`src/hdl/ffha_pkg.sv`:
```
// ffha_pkg: shared types and constants of the first-fit heap allocator
// no dependencies
package ffha_pkg;

  localparam int HEAP_BYTES   = 67108864;
  localparam int HEADER_BYTES = 24;
  localparam int MAX_BLOCKS   = 256;
  localparam int IDX_W        = $clog2(MAX_BLOCKS);
  localparam int CNT_W        = IDX_W + 1;
  localparam int OFF_W        = 26;
  localparam int SIZE_W       = 27;
  localparam int MIN_SPLIT    = 16;

  localparam logic OP_ALLOC = 1'b0;
  localparam logic OP_FREE  = 1'b1;

  typedef enum logic [1:0] {
    ST_OK      = 2'd0,
    ST_NOFIT   = 2'd1,
    ST_UNKNOWN = 2'd2,
    ST_NONE    = 2'd3
  } status_t;

  typedef struct packed {
    logic              opcode;
    logic [SIZE_W-1:0] request_size;
    logic [OFF_W-1:0]  payload_offset_in;
  } cmd_t;

  typedef struct packed {
    logic [1:0]        status;
    logic [OFF_W-1:0]  payload_offset;
    logic [SIZE_W-1:0] bytes_left;
  } result_t;

  // classified command handed from front to back
  typedef struct packed {
    logic              is_free;
    logic              reject;
    logic [1:0]        rej_status;
    logic [SIZE_W-1:0] need;
    logic [OFF_W-1:0]  offset;
  } job_t;

  typedef struct packed {
    logic [OFF_W-1:0] start;
    logic [OFF_W-1:0] size;
    logic             used;
  } entry_t;

endpackage

```
`src/hdl/ffha_front.sv`:
```
// ffha_front: accepts commands, rounds sizes and flags early rejections
// depends on ffha_pkg; free byte count is supplied by the back end
module ffha_front import ffha_pkg::*; (
  input  logic              clk,
  input  logic              rst,
  input  logic              in_valid,
  input  cmd_t              cmd,
  input  logic [SIZE_W-1:0] free_bytes,
  output logic              in_ready,
  output logic              q_valid,
  output job_t              q_job,
  input  logic              q_ready
);

  job_t              job_next;
  logic [SIZE_W-1:0] req_m1;

  assign in_ready = !q_valid;
  assign req_m1   = cmd.request_size - SIZE_W'(1);

  always_comb begin
    job_next = '0;
    job_next.is_free = (cmd.opcode == OP_FREE);
    job_next.offset  = cmd.payload_offset_in;
    job_next.need    = (req_m1 | SIZE_W'(15)) + SIZE_W'(1);
    if (cmd.opcode == OP_FREE) begin
      if (free_bytes >= SIZE_W'(HEAP_BYTES)) begin
        job_next.reject = 1'b1;
        job_next.rej_status = ST_NONE;
      end
    end else if (cmd.request_size == '0 || free_bytes < cmd.request_size) begin
      job_next.reject = 1'b1;
      job_next.rej_status = ST_NOFIT;
    end
  end

  always_ff @(posedge clk) begin
    if (rst) begin
      q_valid <= 1'b0;
    end else if (in_valid && in_ready) begin
      q_valid <= 1'b1;
      q_job <= job_next;
    end else if (q_ready) begin
      q_valid <= 1'b0;
    end
  end

endmodule

```
`config.mk`:
```
export PLATFORM = sky130hd
export DESIGN_NAME = ffha_front
export DESIGN_NICKNAME = d
export VERILOG_FILES = /design/src/hdl/ffha_pkg.sv /design/src/hdl/ffha_front.sv
export SDC_FILE = /design/constraint.sdc
export NUM_CORES = 1
export LEC_CHECK = 0
export ABC_AREA = 0
export BUFFER_PORTS_ARGS = -buffer_cell sky130_fd_sc_hd__clkbuf_2
export CORE_UTILIZATION = 42
export CTS_CLUSTER_DIAMETER = 80
export DETAILED_ROUTE_END_ITERATION = 6
export GPL_TIMING_DRIVEN = 0
export PLACE_DENSITY = 0.76
export SLEW_MARGIN = 15
export SYNTH_ARGS = -nofsm -noshare
export SYNTH_HDL_FRONTEND = slang
export SYNTH_SLANG_ARGS = --single-unit
```
`constraint.sdc`:
```
create_clock -name clk -period 4.9 [get_ports clk]
set_input_delay 0.735 -clock clk [delete_from_list [all_inputs] [get_ports clk]]
set_output_delay 0.735 -clock clk [all_outputs]
set_load 0.03 [all_outputs]
```
==> results of run 1 <==
## through the flow
step	hold WS [ps]	setup WS, ps	util	cells	instance area (um2)
after floorplan	650	1670	-	257	3100
after global placement	513	974	0.564	492	3920
after detailed placement	570	1540	0.569	494	3950
after CTS	585	1860	0.582	502	4040
after global routing	584	1660	0.582	502	4040
final	597	1860	0.582	502	4040
## cell families (layout without fill, tap and decap cells)
group / count (synthesis) / in the layout / share of synthesized area
adder cells (fa/ha/maj): 27 / 27 / 0.110
XOR/XNOR: 26 / 26 / 0.0738
other: 1 / 4 / 0.00122
AND/OR/NAND/NOR: 66 / 66 / 0.137
AO/OA/AOI/OAI: 43 / 43 / 0.106
buffers and inverters: 36 / 185 / 0.0535
flip-flops: 53 / 53 / 0.513
multiplexers: 2 / 2 / 0.00649
## state kept, by name, summed over array words and instances, names as in the netlist
signal	cells
q_valid	1
q_job	52
## cells in the final DEF (no fill, tap or decap), types with 2 or more instances in the layout
cell and instances:
a211oi_1 2, nor3_1 4, nor4_1 7, a41oi_1 2, conb_1 4, edfxtp_1 52, nand3_1 6, or4_1 2
clkinv_2 2, clkbuf_8 5, a21o_1 10, nand4_1 9, a21oi_1 13, ha_1 27, o21ai_0 4, a31oi_1 3
nand2_1 9, clkbuf_2 139, nor2b_1 3, nor2_1 7, nand2b_1 2, o211ai_1 2, and3_1 3, buf_4 6
nor4_2 4, inv_1 28, buf_8 2, xnor2_1 26, and2_1 2, mux2i_1 2
## layout make-up
| cell class | count | area (um2) | share of cell area |
|---|---|---|---|
| Buffer | 7 | 56.3 | 0.0139 |
| Clock buffer | 5 | 68.8 | 0.0170 |
| Clock inverter | 3 | 17.5 | 0.00434 |
| Inverter | 29 | 109 | 0.0270 |
| Multi-Input combinational cell | 168 | 1360 | 0.337 |
| Sequential cell | 53 | 1580 | 0.392 |
| Tap cell | 96 | 120 | 0.0297 |
| Timing Repair Buffer | 141 | 726 | 0.180 |
## synthesized netlist by cell type, types with 2 or more instances
cell type and number:
ha_1 27, a211oi_1 2, nor4_2 4, nand3_1 6, or4_1 2, nor3_1 4, and3_1 3, nor2b_1 3
a41oi_1 2, inv_1 28, nand4_1 9, a21oi_1 13, o21ai_0 4, nand2b_1 2, nand2_1 9, buf_4 6
mux2i_1 2, o211ai_1 2, edfxtp_1 52, a21o_1 10, nor2_1 7, a31oi_1 3, xnor2_1 26, nor4_1 7
and2_1 2
## worst max-delay path: cells and delay by family
family | cells | cell delay (ps)
adder cells (fa/ha/maj) | 1 | 250
AND/OR/NAND/NOR | 4 | 1210
AO/OA/AOI/OAI | 3 | 620
XOR/XNOR | 1 | 140
buffers and inverters | 1 | 110
## power by group through the flow
stage	clock network (mW)	logic, mW	registers (mW)
finish	0.230	0.201	0.527
global route	0.254	0.222	0.529
CTS	0.240	0.203	0.527
detailed placement	0	0.203	0.538
global placement	0	0.193	0.538
floorplan	0	0.0807	0.576
## layer usage
metal / part of all wire / vias up / global-route usage
met5: 0 / - / 0
met4: 0.031 / 0 / 0.0760
met3: 0.056 / 16 / 0.0311
met2: 0.48 / 85 / 0.300
met1: 0.43 / 1087 / 0.218
li1: - / 1243 / -
## final timing paths
path,depth (start not counted),endpoint
worst max-delay path,10,q_job[48]
worst min-delay path,1,q_valid
worst max register to register,2,q_job[49]
worst min register to register,1,q_valid
==> flow_summary.ini, run 1 <==
[clock_tree]
cts_buffers = 5
cts_hold_buf = 0
cts_resized = 0
postCtsSetupBuffers = 0
htree_levels = 2
cts_buffer_depth = 2
clockRootBuffer = clkbuf_8
clkLatencyLatePin_ps = 290
cts_sinks = 53
clkTransAtPathRegs_ps = 90
tritoncts = done

[cells_and_area]
final_nets = 517
nFillCells = 598
drive_above_1_share = 0.426
n_antenna_cell = 0
syn2layout_area_growth_pct = 31.0

[synthesis]
yosysTopAreaCell = edfxtp_1
synth_top_area_share = 0.506
syn_area_per_cell_um2 = 12.1
syn_inst = 254
synth_seq_area_share = 0.513
synth_ff_type = edfxtp_1
synth_edf_count = 52
synth.ff_latch_count = 53
yosysWarnings = 0
netlist-cell-type-count = 44
syn_area_um2 = 3080
synth.area.top_cells = edfxtp_1 51%, ha_1 11%, xnor2_1 7.4%
synthArstFlopShare = 0

[critical_path]
worstPathMaxFanout = 7
r2r-start = q_valid
cpPeakStageDelay_ps = 580
r2r_setup_slack_ps = 3210
path_cells = clkbuf_2 > or4_1 > nor3_1 > nand2b_1 > ha_1 > a21boi_2 > o21ai_4 > nor4_2 > a31oi_1 > xnor2_1
arrival_ps = 3080
crit_type = in -> reg
end_kind = flip-flop
crit_start = cmd[29]
crit_slowest_cell = or4_1
cp.required_ps = 4950
start_kind = input port

[grt]
antenna_found_initial = 0
grt_pass1_vias = 2321
grt_start_max_net_pins = 20
grt_pass1_wl_um = 10500
grt.total_usage = 0.176
grt_overflow = 0

[sta]
finalSetupTns_ps = 0
worstMarginPinSlew_ps = 846
drv_slew = 0
setup_viol = 0
skew_ps = 5.48
fin_crit_sh = 0.620
finalCriticalPeriod_ps = 3040
final_hold_viol_count = 0
fmax_mhz = 329
max_slew_margin = 0.435
rsz0062_at_grt = no

[power_and_ir_drop]
power_density_nw_per_um2 = 237
switchingPower_mw = 0.260
clkPwrFrac = 0.240
p_int_mw = 0.699
max-vdd-ir-drop_uv = 112
p_sw_frac = 0.271
p_seq_frac = 0.550
leakage_nw = 1.84
p_comb_frac = 0.210
power_mw = 0.958

[die]
die_area_um2 = 7690
die_w_um = 87.7
initial_core_util = 0.444
core_area_um2 = 6940
die_h_um = 87.7
rows = 30
ioPinCount = 144

[worst_hold_path]
hp-start = q_valid
min_path_type = reg -> reg

[run_status]
status = finished, final reports clean

[drt]
viasPerCell = 4.84
wl_per_cell_um = 13.2
dr_total_vias = 2431
totalWireLength_um = 6610
drtIter0Drc = 63
ant_nets = 0
drt_pre_antenna_iters = 4
drc_errors = 0

[place]
dp.final_hpwl_um = 5730
io_buffer_count = 139
gp_congestion = 0.875

[job]
maxCapViolations = 0
No activity file was read; power rests on OpenSTA's default activity.
==> run 2, diff against run 1 <==
Clock period 4.9 ns to 2.56 ns, I/O delays scaled along.
==> run 2 against run 1 <==
  * First-iteration DRC count up 27%
  * Routed wire length is 1.3% higher
  * Critical endpoint unchanged
  * Sequential power increased by 92%
  * Final area rose by 1.4%
  * Largest cell class unchanged
  * Worst hold slack got worse by 340 ps
  * Critical path type unchanged
  * Die area did not move
  * Register-to-register slack got worse by 2400 ps
  * Global-route usage decreased by 0.12 points
  * Combinational power grew 94%
  * Clock-buffer cell count unchanged
==> flow_summary.ini, run 2 (synthesized netlist as in run 1, its figures left out) <==
[grt]
grt_pass1_wl_um = 10400
grt_overflow = 0
grt_start_max_net_pins = 20
antenna_found_initial = 0
grt.total_usage = 0.174
grt_pass1_vias = 2320

[drt]
viasPerCell = 4.89
totalWireLength_um = 6700
drtIter0Drc = 80
wl_per_cell_um = 13.3
drt_pre_antenna_iters = 4
ant_nets = 0
drc_errors = 0
dr_total_vias = 2459

[job]
maxCapViolations = 0

[critical_path]
crit_slowest_cell = or4_1
r2r_end = q_job[44]
arrival_ps = 2490
worst-r2r-cell-count = 2
path_cells = clkbuf_2 > or4_1 > nor3_2 > nand2b_1 > ha_2 > a21boi_4 > o21ai_4 > nor4_4 > a31oi_1 > xnor2_1
r2r-start = q_valid
worstPathMaxFanout = 7
start_kind = input port
path_delay_family = simple AND/OR/NAND/NOR gates
crit_type = in -> reg
path_buf_inv = 1
cpPeakStageDelay_ps = 590
end_kind = flip-flop
r2r_setup_slack_ps = 840
cp.required_ps = 2620

[place]
pre_cts_ws_ps = -288
place_area_um2 = 3970
io_buffer_count = 139
placedCellCount = 494
gp_congestion = 0.879
dp.final_hpwl_um = 5730

[cells_and_area]
largest_register = q_job
layout_common_cells = 139 x clkbuf_2, 52 x edfxtp_1, 28 x inv_1
drive_above_1_share = 0.430
top_regs = q_job: 52 flops, q_valid: 1 flops
final_common_cell = clkbuf_2
syn2layout_area_growth_pct = 32.7
stdcell_area_um2 = 4090
largest_register_ffs = 52
final_nets = 518
fin_cells = 503
n_antenna_cell = 0

[die]
die_area_um2 = 7690
rows = 30
core_area_um2 = 6940
die_h_um = 87.7
ioPinCount = 144
initial_core_util = 0.444
die_w_um = 87.7

[clock_tree]
cts_buffers = 5
cts_sinks = 53
clkLatencyLatePin_ps = 300
clkTransAtPathRegs_ps = 90
clockRootBuffer = clkbuf_8
cts_buffer_depth = 2
tritoncts = done
htree_levels = 2

[sta]
finalCriticalPeriod_ps = 2430
rsz0062_at_grt = no
fin_crit_sh = 0.949
max_slew_margin = 0.392
fmax_mhz = 411
worstMarginPinSlew_ps = 911
skew_ps = 6.25
final_hold_viol_count = 0
fin_ws_ps = 129
setup_viol = 0
drv_slew = 0

[worst_hold_path]
hold_path_depth = 1
hp-start = cmd[9]
min_path_type = in -> reg
min_to = q_job[9]

[power_and_ir_drop]
max-vdd-ir-drop_uv = 210
power_density_nw_per_um2 = 474
leakage_nw = 1.86

[run_status]
status = finished, final reports clean
-- run 2: through the flow --
| step | setup TNS (ps) | total power [mW] | utilization | hold slack (ps) |
|---|---|---|---|---|
| 6_report | 0 | 1.94 | 0.590 | 254 |
| 2_1_floorplan | 0 | 1.26 | - | 462 |
| 3_3_place_gp | -5880 | 1.40 | 0.567 | 548 |
| 3_5_place_dp | -1000 | 1.42 | 0.571 | 563 |
| 4_1_cts | 0 | 1.96 | 0.587 | 240 |
| 5_1_grt | 0 | 2.03 | 0.590 | 226 |
-- run 2: power by group --
group          internal (mW)  switching, mW  total (mW)
registers              0.998         0.0111        1.01
logic                  0.152          0.237       0.389
clock network          0.288          0.254       0.542
total                   1.44          0.502        1.94
-- run 2: final cells by class --
type | instances | area (um2)
clock inverters | 3 | 41.3
well taps | 96 | 120
multi-input cells | 168 | 1380
fillers | 600 | 2850
repair buffers | 142 | 733
plain buffers | 7 | 56.3
flip-flops and latches | 53 | 1580
clock buffers | 5 | 68.8
inverters | 29 | 109
-- run 2: worst max-delay path by stage --
| stage | from | slack (ps) | end | depth (start not counted) |
|---|---|---|---|---|
| 2_1_floorplan | cmd[29] | 40 | q_job[48] | 9 |
| 3_3_place_gp | cmd[29] | -270 | q_job[48] | 10 |
| 3_5_place_dp | cmd[29] | -290 | q_job[48] | 10 |
| 4_1_cts | cmd[29] | 40 | q_job[48] | 10 |
| 5_1_grt | cmd[29] | 7 | q_job[48] | 10 |
| 6_report | cmd[29] | 130 | q_job[48] | 10 |
-- run 2: what timing repair did --
action | 4_1_cts | 5_1_grt
hold buffers | 0 | 0
resized for setup | 0 | 2
endpoints found under the setup margin | 0 | 3
setup buffers | 0 | 1
-- run 2: layer usage --
layer	share of wire	track usage
met5	0	0
met4	0.019	0.0715
met3	0.045	0.0264
met2	0.50	0.302
met1	0.44	0.218
-- run 2: worst register-to-register path, delay by kind of cell (launching register included) --
family	cells	cell delay, ps
buffers and inverters	1	270
DFF	1	370
and+or+nand+nor	1	790
==> run 3, diff against run 2 <==
Settings changed: BUFFER_PORTS_ARGS -buffer_cell sky130_fd_sc_hd__clkbuf_2 to unset, CORE_UTILIZATION 42 to 57, DONT_BUFFER_PORTS set to 1, PLACE_DENSITY 0.76 to 0.86.
==> run 3 against run 2 <==
  * Clock power shrank 16%
  * Clock skew grew 3.3 ps
  * Power shrank 11%
==> flow_summary.ini, run 3 (synthesized netlist as in run 1, its figures left out) <==
[die]
ioPinCount = 144
core_area_um2 = 5170
die_w_um = 75.6
die_area_um2 = 5710
die_h_um = 75.6
initial_core_util = 0.596
rows = 26

[place]
placedCellCount = 329
gp_congestion = 0.796
io_buffer_count = 0
dp.final_hpwl_um = 4800
pre_cts_ws_ps = -145
place_area_um2 = 3240

[clock_tree]
htree_levels = 2
cts_buffers = 5
cts_resized = 0
clkLatencyLatePin_ps = 300
postCtsSetupBuffers = 0
tritoncts = done
cts_hold_buf = 0
clkTransAtPathRegs_ps = 90
cts_buffer_depth = 2
cts_sinks = 53
clockRootBuffer = clkbuf_8

[sta]
max_slew_margin = 0.433
final_hold_viol_count = 0
fin_ws_ps = 170
fin_crit_sh = 0.934
fmax_mhz = 418
rsz0062_at_grt = no
drv_slew = 0
worstMarginPinSlew_ps = 850
setup_viol = 0
finalCriticalPeriod_ps = 2390
skew_ps = 9.52

[drt]
wl_per_cell_um = 16.8
totalWireLength_um = 5660
drt_pre_antenna_iters = 4
dr_total_vias = 1997
ant_nets = 0
drtIter0Drc = 50
drc_errors = 0
viasPerCell = 5.93

[critical_path]
crit_type = in -> reg
worstPathMaxFanout = 7
worst-r2r-cell-count = 2
crit_slowest_cell = or4_1
path_cells = or4_1 > nor3_2 > nand2b_1 > ha_1 > a21boi_4 > o21ai_4 > nor4_2 > a31oi_1 > xnor2_1
arrival_ps = 2450
path_buf_inv = 0
start_kind = input port
crit_start = cmd[29]
r2r-start = q_valid
end_kind = flip-flop
path_delay_family = simple AND/OR/NAND/NOR gates
cp.required_ps = 2620
cpPeakStageDelay_ps = 580
cp.depth = 9

[grt]
grt_pass1_vias = 1806
antenna_found_initial = 0
grt_overflow = 0
grt_start_max_net_pins = 21
grt.total_usage = 0.201
grt_pass1_wl_um = 8550

[cells_and_area]
syn2layout_area_growth_pct = 7.87
stdcell_area_um2 = 3330
n_antenna_cell = 0
layout_common_cells = 52 x edfxtp_1, 28 x inv_1, 27 x ha_1
fin_cells = 337
final_util = 0.643
drive_above_1_share = 0.124
largest_register = q_job
final_nets = 378
largest_register_ffs = 52
nFillCells = 420
top_regs = q_job: 52 flops, q_valid: 1 flops
final_common_cell = edfxtp_1

[worst_hold_path]
hold_path_depth = 1
hp-start = rst
min_path_type = in -> reg

[job]
maxCapViolations = 0

[power_and_ir_drop]
power_density_nw_per_um2 = 521
power_mw = 1.73
max-vdd-ir-drop_uv = 247
leakage_nw = 1.27

[run_status]
status = finished, final reports clean
run 3: stage by stage:
| step | hold WS (ps) | TNS (ps) |
|---|---|---|
| 2_1_floorplan | 462 | 0 |
| 3_3_place_gp | 465 | -5050 |
| 3_5_place_dp | 469 | -330 |
| 4_1_cts | 152 | 0 |
| 5_1_grt | 151 | 0 |
| 6_report | 162 | 0 |
run 3: cell type report:
type / instances / area, um2 / area share
flip-flops and latches: 53 / 1580 / 0.475
multi-input cells: 168 / 1370 / 0.413
inverters: 29 / 109 / 0.0327
clock buffers: 8 / 90.1 / 0.0271
well taps: 70 / 87.6 / 0.0263
plain buffers: 7 / 56.3 / 0.0169
repair buffers: 2 / 30.0 / 0.00903
run 3: path summary, 6_finish.rpt:
path	endpoint	slack, ps
setup / recovery	q_job[48]	170
hold / removal	q_valid	160
setup reg to reg	q_job[5]	760
hold reg to reg	q_valid	730
run 3: where the power goes:
group | internal (mW) | switching [mW]
combinational | 0.0849 | 0.108
sequential | 1.00 | 0.0851
clock | 0.220 | 0.232
run 3: routing by layer:
layer / vias to the layer above / global-route usage / share of wire
li1: 962 / - / -
met1: 906 / 0.243 / 0.42
met3: 14 / 0.0516 / 0.072
met5: - / 0 / 0
met4: 0 / 0.0700 / 0.017
met2: 115 / 0.349 / 0.50
